==> src/sv/ntc_pkg.sv <==
`timescale 1ns / 1ps
// Package for the NTC thermistor table interpolator.
// Holds the code table, field widths, fixed constants and the state type.
package ntc_pkg;

  // Field widths
  localparam int CODE_W = 12;
  localparam int TEMP_W = 12;

  // Table geometry
  localparam int ROM_SIZE      = 42;
  localparam int TABLE_ENTRIES = 42;
  localparam int ENTRY_N = (TABLE_ENTRIES > ROM_SIZE) ? ROM_SIZE :
                           (TABLE_ENTRIES < 2) ? 2 : TABLE_ENTRIES;
  // Width of an entry count (0..ENTRY_N); also the number of search steps
  localparam int CNT_W = $clog2(ENTRY_N + 1);

  // Temperature scale in tenths of a degree
  localparam int COLD_TENTHS = -550;
  localparam int STEP_TENTHS = 50;
  localparam int HOT_TENTHS  = COLD_TENTHS + STEP_TENTHS * (ENTRY_N - 1);

  // Divider: quotient is always below STEP_TENTHS
  localparam int QUO_W = $clog2(STEP_TENTHS);
  localparam int NUM_W = CODE_W + QUO_W;

  // Descending converter codes, one every 5 degrees from -55 C
  localparam logic [CODE_W-1:0] NTC_ROM [ROM_SIZE] = '{
    12'd4086, 12'd4084, 12'd4082, 12'd4079, 12'd4075, 12'd4069, 12'd4062,
    12'd4052, 12'd4040, 12'd4023, 12'd4002, 12'd3976, 12'd3942, 12'd3901,
    12'd3851, 12'd3790, 12'd3717, 12'd3632, 12'd3533, 12'd3421, 12'd3295,
    12'd3155, 12'd3004, 12'd2843, 12'd2674, 12'd2500, 12'd2323, 12'd2147,
    12'd1974, 12'd1807, 12'd1647, 12'd1495, 12'd1354, 12'd1223, 12'd1102,
    12'd992,  12'd892,  12'd802,  12'd721,  12'd647,  12'd582,  12'd524
  };

  // Table read; entries past the end read as zero so the table stays
  // non-increasing over the whole search space
  function automatic logic [CODE_W-1:0] ntc_entry(input logic [CNT_W-1:0] idx);
    logic [CODE_W-1:0] val;
    val = '0;
    if (int'(idx) < ENTRY_N) begin
      val = NTC_ROM[idx];
    end
    return val;
  endfunction

  typedef enum logic [2:0] {
    ST_IDLE,
    ST_SEARCH,
    ST_SETUP,
    ST_DIV,
    ST_ROUND,
    ST_DONE
  } ntc_state_t;

endpackage

==> src/sv/ntc_table_interpolator_core.sv <==
`timescale 1ns / 1ps
// NTC thermistor code to temperature converter, top level.
// Depends on ntc_pkg for the code table, widths and state type.

// Converts one 12-bit converter code into temperature in tenths of a degree
// Celsius, clamped to -550 at the cold end and 1500 at the hot end. One word
// is worked on at a time and passes through these steps before the result is
// offered: 6 binary search steps over the code table (one index bit per
// cycle), a segment setup step, 6 steps of the restoring divider (one
// quotient bit per cycle), a rounding step and an output load. Clamped
// codes skip the divider and rounding. The result sits in an output register,
// so a new word is taken while the previous result waits; a second finished
// result stalls the input until the first one is taken.
module ntc_table_interpolator_core (
  input  logic                              clk,
  input  logic                              rst,
  input  logic                              in_valid,
  output logic                              in_ready,
  input  logic [ntc_pkg::CODE_W-1:0]        adc_code,
  output logic                              out_valid,
  input  logic                              out_ready,
  output logic signed [ntc_pkg::TEMP_W-1:0] temp_tenths
);
  import ntc_pkg::*;

  ntc_state_t state, state_next;

  logic [CODE_W-1:0]        code;
  logic [CNT_W-1:0]         pos;
  logic [CNT_W-1:0]         stepbit;
  logic [NUM_W-1:0]         rem;
  logic [NUM_W-1:0]         dsr;
  logic [QUO_W-1:0]         quo;
  logic [QUO_W-1:0]         qbit;
  logic signed [TEMP_W-1:0] base;
  logic signed [TEMP_W-1:0] res;

  // Search probe: last index of the candidate block
  logic [CNT_W-1:0]  probe;
  logic              probe_hit;
  // Segment setup
  logic [CNT_W-1:0]  seg;
  logic [CODE_W-1:0] hi;
  logic [CODE_W-1:0] lo;
  logic [CODE_W-1:0] wdt;
  logic [CODE_W-1:0] delta;
  logic              is_cold;
  logic              is_hot;
  // Divider step
  logic              take;
  logic              rnd;
  logic              out_free;

  assign probe     = pos | (stepbit - CNT_W'(1));
  assign probe_hit = (ntc_entry(probe) >= code);

  assign seg     = pos - CNT_W'(1);
  assign hi      = ntc_entry(seg);
  assign lo      = ntc_entry(pos);
  assign wdt     = hi - lo;
  assign delta   = hi - code;
  assign is_cold = (pos == '0);
  assign is_hot  = (int'(pos) >= ENTRY_N);

  assign take     = (rem >= dsr);
  assign rnd      = base[TEMP_W-1] && (rem != '0);
  assign out_free = !out_valid || out_ready;

  // State register
  always_ff @(posedge clk) begin
    if (rst) begin
      state <= ST_IDLE;
    end else begin
      state <= state_next;
    end
  end

  // Next state and handshake
  always_comb begin
    state_next = state;
    in_ready   = 1'b0;
    case (state)
      ST_IDLE: begin
        in_ready = 1'b1;
        if (in_valid) begin
          state_next = ST_SEARCH;
        end
      end
      ST_SEARCH: begin
        if (stepbit[0]) begin
          state_next = ST_SETUP;
        end
      end
      ST_SETUP: begin
        if (is_cold || is_hot) begin
          state_next = ST_DONE;
        end else begin
          state_next = ST_DIV;
        end
      end
      ST_DIV: begin
        if (qbit[0]) begin
          state_next = ST_ROUND;
        end
      end
      ST_ROUND: begin
        state_next = ST_DONE;
      end
      ST_DONE: begin
        if (out_free) begin
          state_next = ST_IDLE;
        end
      end
      default: begin
        state_next = ST_IDLE;
      end
    endcase
  end

  // Datapath: search, setup, divider, rounding
  always_ff @(posedge clk) begin
    case (state)
      ST_IDLE: begin
        code    <= adc_code;
        pos     <= '0;
        stepbit <= {1'b1, {(CNT_W-1){1'b0}}};
      end
      ST_SEARCH: begin
        if (probe_hit) begin
          pos <= pos | stepbit;
        end
        stepbit <= stepbit >> 1;
      end
      ST_SETUP: begin
        base <= TEMP_W'(STEP_TENTHS * int'(seg) + COLD_TENTHS);
        rem  <= NUM_W'(delta) * NUM_W'(STEP_TENTHS);
        dsr  <= NUM_W'(wdt) << (QUO_W - 1);
        quo  <= '0;
        qbit <= {1'b1, {(QUO_W-1){1'b0}}};
        if (is_cold) begin
          res <= TEMP_W'(COLD_TENTHS);
        end else if (is_hot) begin
          res <= TEMP_W'(HOT_TENTHS);
        end
      end
      ST_DIV: begin
        if (take) begin
          rem <= rem - dsr;
        end
        quo  <= {quo[QUO_W-2:0], take};
        dsr  <= dsr >> 1;
        qbit <= qbit >> 1;
      end
      ST_ROUND: begin
        // truncation toward zero lifts a negative inexact result by one
        res <= base + TEMP_W'(quo) + TEMP_W'(rnd);
      end
      default: begin
      end
    endcase
  end

  // Output register
  always_ff @(posedge clk) begin
    if (rst) begin
      out_valid <= 1'b0;
    end else if (state == ST_DONE && out_free) begin
      out_valid <= 1'b1;
    end else if (out_ready) begin
      out_valid <= 1'b0;
    end
  end

  always_ff @(posedge clk) begin
    if (state == ST_DONE && out_free) begin
      temp_tenths <= res;
    end
  end

  // Checks
  a_range: assert property (@(posedge clk) disable iff (rst)
    out_valid |-> (temp_tenths >= TEMP_W'(COLD_TENTHS)) &&
                  (temp_tenths <= TEMP_W'(HOT_TENTHS)))
    else $error("temperature out of range");

  a_step_onehot: assert property (@(posedge clk) disable iff (rst)
    (state == ST_SEARCH) |-> $onehot(stepbit))
    else $error("search step not one-hot");

  a_segment: assert property (@(posedge clk) disable iff (rst)
    (state == ST_SETUP && !is_cold && !is_hot) |-> (hi >= code) && (lo < code))
    else $error("search found wrong segment");

  a_div_bound: assert property (@(posedge clk) disable iff (rst)
    (state == ST_DIV) |-> ({1'b0, rem} < {dsr, 1'b0}))
    else $error("divider remainder overflow");

  a_accept: assert property (@(posedge clk) disable iff (rst)
    (in_valid && in_ready) |=> (state == ST_SEARCH) && !in_ready)
    else $error("accepted word did not start search");

endmodule

==> config.mk <==
export PLATFORM = sky130hd
export DESIGN_NAME = ntc_table_interpolator_core
export DESIGN_NICKNAME = d
export VERILOG_FILES = /design/src/sv/ntc_pkg.sv /design/src/sv/ntc_table_interpolator_core.sv
export SDC_FILE = /design/constraint.sdc
export NUM_CORES = 1
export LEC_CHECK = 0
export ABC_AREA = 0
export BUFFER_PORTS_ARGS = -buffer_cell sky130_fd_sc_hd__buf_2
export CORE_MARGIN = 5
export CORE_UTILIZATION = 60
export DETAILED_ROUTE_END_ITERATION = 7
export GPL_TIMING_DRIVEN = 0
export PLACE_DENSITY = 0.83
export RECOVER_POWER = 100
export SLEW_MARGIN = 20
export SYNTH_ARGS = -nofsm -noshare
export SYNTH_HDL_FRONTEND = slang
export SYNTH_SLANG_ARGS = --single-unit
==> constraint.sdc <==
create_clock -name clk -period 10.9 [get_ports clk]
set_input_delay 1.09 -clock clk [delete_from_list [all_inputs] [get_ports clk]]
set_output_delay 1.09 -clock clk [all_outputs]
set_load 0.01 [all_outputs]
==> flow_summary_export.csv <==
group,metric,value,unit
synthesis,synth_enable_flop_cells,106,
worst_setup_path,timing.critical_path.required,11.02,ns
layout,diodes_inserted,0,
timing,final.min_clock_period,10.05,ns
flow_run,drv_cap,1,
clock_tree,clock-root-buffer,"sky130_fd_sc_hd__clkbuf_16",
timing,worstMarginPinSlew,1.57,ns
timing,timing_hold_violations_final,0,
global_routing,met1_usage_grt,34.5,%
floorplanning,core-area,18000,um2
synthesis,synth-warning-count,0,
global_routing,grtUsageTotal,26.4,%
worst_setup_path,worstPathMaxFanout,14,
floorplanning,floorplan.die_area,21000,um2
worst_setup_path,critical-path-top-delay-family,"buffers and inverters",
placement,gp_routability_congestion,1.00,
drt,wl_per_cell,18.8,um
synthesis,synth_seq_cells,110,
worst_setup_path,critPathMostFrequentCell,"sky130_fd_sc_hd__ha_1",
synthesis,ys_seq_area_share,29.8,%
drt,num_vias,9513,
layout,layout-drive-gt1-share,5.40,%
worst_setup_path,criticalPathCategory,"reg -> reg",
worst_setup_path,crit_path_end_kind,"flip-flop",
synthesis,netlist_area,10900,um2
timing,worst_clock_skew,0.0134,ns
global_routing,grt_pass1_wl,46300,um
synthesis,yosysUniqueCellTypes,97,
layout,finalNetCount,1435,
synthesis,netlist_instances,1230,
synthesis,ys_dominant_reg_cell,"sky130_fd_sc_hd__edfxtp_1",
worst_setup_path,critical_path.max_stage_delay,0.66,ns
global_routing,grt.met2_usage,44.1,%
floorplanning,initial_utilization,60.9,%
drt,routed_via_density,6.31,
placement,dp_hpwl,21900,um
outcome,violated_checks,"max-capacitance violations, max-slew violations",
clock_tree,ctsHtreeMaxLevel,3,
floorplanning,io_pins,30,
clock_tree,post-cts-setup-buffers,0,
clock_tree,path_clk_slew,0.09,ns
worst_setup_path,setup.reg_to_reg.worst_slack,0.85,ns
drt,detail_route.drc_violations,0,
clock_tree,cts_buffer_depth,2,
synthesis,syn_nets,1392,
timing,layout_worst_path_cycle_share,92.2,%
clock_tree,clock_tree_from_tritoncts,"done",
global_routing,antenna_found_initial,0,
floorplanning,fp.dieW,145,um
worst_setup_path,critPathArrivalTime,10.16,ns
global_routing,grt_max_degree,32,
layout,syn2layout_area_growth,6.39,%
worst_setup_path,cp_num_buf_inv,12,
clock_tree,cts-buffers-inserted,9,
outcome,run_status,"complete, but fails checks",
worst_setup_path,timing.critical_path.slowest_stage_cell,"sky130_fd_sc_hd__clkbuf_1",
clock_tree,clk_latency,0.38,ns
drt,first_pass_detailed_route_iteration_total,6,
drt,detailedRoute.firstIterationViolations,944,
clock_tree,post_cts_resized,0,
drt,drt_wl_total,28400,um
worst_setup_path,critical_path.startpoint_type,"flip-flop",
synthesis,postSynthAreaPerCell,8.89,um2
layout,mostFrequentLayoutCells,"sky130_fd_sc_hd__ha_1 (137), sky130_fd_sc_hd__nor2_1 (109), sky130_fd_sc_hd__edfxtp_1 (106), sky130_fd_sc_hd__inv_1 (98), sky130_fd_sc_hd__a21oi_1 (93)",
layout,nFillCells,1515,
floorplanning,std_cell_rows,49,
global_routing,grt_most_used_layer,"met2",
global_routing,grt_use_met3,4.61,%
timing,achievable-frequency,99.6,MHz
timing,report.final.slew_viol_count,32,
placement,detailedPlace.worstSlack,1.12,ns
timing,setup-violations-final,0,
floorplanning,chipHeight,145,um
placement,buffer_ports.inserted,29,
layout,layout.cells.most_common,"sky130_fd_sc_hd__ha_1",
global_routing,first_global_vias,9173,
timing,whs,0.422,ns
min_path,hold_class,"reg -> reg",
timing,fin_ws,0.855,ns
drt,drt.antenna.violating_nets,0,
synthesis,async_set_reset_flop_share_out_of_synthesis,0,%
clock_tree,clock_sink_count,110,
timing,grt_setup_unrepaired,"false",
timing,fin_tns_setup,0,ns
global_routing,gr-total-overflow,0,
clock_tree,cts_hold_buffers,0,
timing,slew_headroom,-4.90,%
sequential cells by signal, summed over array words and instances (netlist names):
register	count
code	12
res	12
state	3
dsr	17
pos	6
stepbit	6
quo	6
qbit	6
base	11
rem	18
temp_tenths	12
out_valid	1
cell families after synthesis:
logic type	after synthesis	synth area share, %
AND/OR/NAND/NOR	364	16.8
multiplexers	10	1.17
flip-flops	110	29.8
XOR/XNOR	86	6.95
AO/OA/AOI/OAI	349	21.9
buffers and inverters	163	5.81
adder cells (fa/ha/maj)	148	17.5
final timing paths:
kind | from | endpoint | cells after the start
setup / recovery | pos[0] | rem[17] | 38
setup reg to reg | pos[0] | rem[17] | 38
hold / removal | res[1] | temp_tenths[1] | 0
hold reg to reg | res[1] | temp_tenths[1] | 0
metal layers:
layer / up-vias / part of all wire (%)
li1: 4546 / -
met1: 4407 / 41
met2: 472 / 47
met3: 88 / 8.0
met4: 0 / 3.6
met5: - / 0
synth_stat cells (all sizes together), types with 21 or more instances:
| cell | instances | share of area (%) |
|---|---|---|
| clkbuf | 51 | 1.8 |
| edfxtp | 106 | 29 |
| ha | 137 | 16 |
| nand2 | 85 | 3.0 |
| inv | 100 | 3.4 |
| a21oi | 95 | 4.4 |
| nand3 | 24 | 1.1 |
| o21ai | 84 | 3.8 |
| nor2 | 110 | 3.8 |
| xnor2 | 57 | 4.6 |
| nor2b | 26 | 1.5 |
| a21o | 30 | 2.1 |
| nor3 | 25 | 1.2 |
| xor2 | 29 | 2.3 |
| a211oi | 21 | 1.4 |
per-stage QoR:
step | utilization (%) | instances | cell area, um2
floorplan | - | 1230 | 10900
global placement | 63.3 | 1488 | 11400
detailed placement | 63.5 | 1490 | 11400
CTS | 65.3 | 1506 | 11700
global route | 64.8 | 1507 | 11600
finish | 64.8 | 1507 | 11600
area by class of cell:
cell class / count / area [um2] / share of cell area (%)
multi-input combinational: 957 / 7000 / 60.2
buffer: 63 / 250 / 2.15
clock inverter: 7 / 96.3 / 0.828
clock buffer: 9 / 225 / 1.94
timing repair buffer: 32 / 139 / 1.19
inverter: 100 / 375 / 3.23
tap: 229 / 287 / 2.46
sequential: 110 / 3260 / 28.0
worst reg2reg max path: cells and delay by family (launching register included):
kind,cells,cell delay [ns]
buf+inv,12,3.02
fa+ha+maj,8,2.69
compound gates,12,2.64
flops,1,0.55
simple gates,4,0.46
xor+xnor,2,0.43
Power is left out: the tool's default activity adds up to more than one toggle a clock period on the data nets, which glitch-free logic cannot reach.
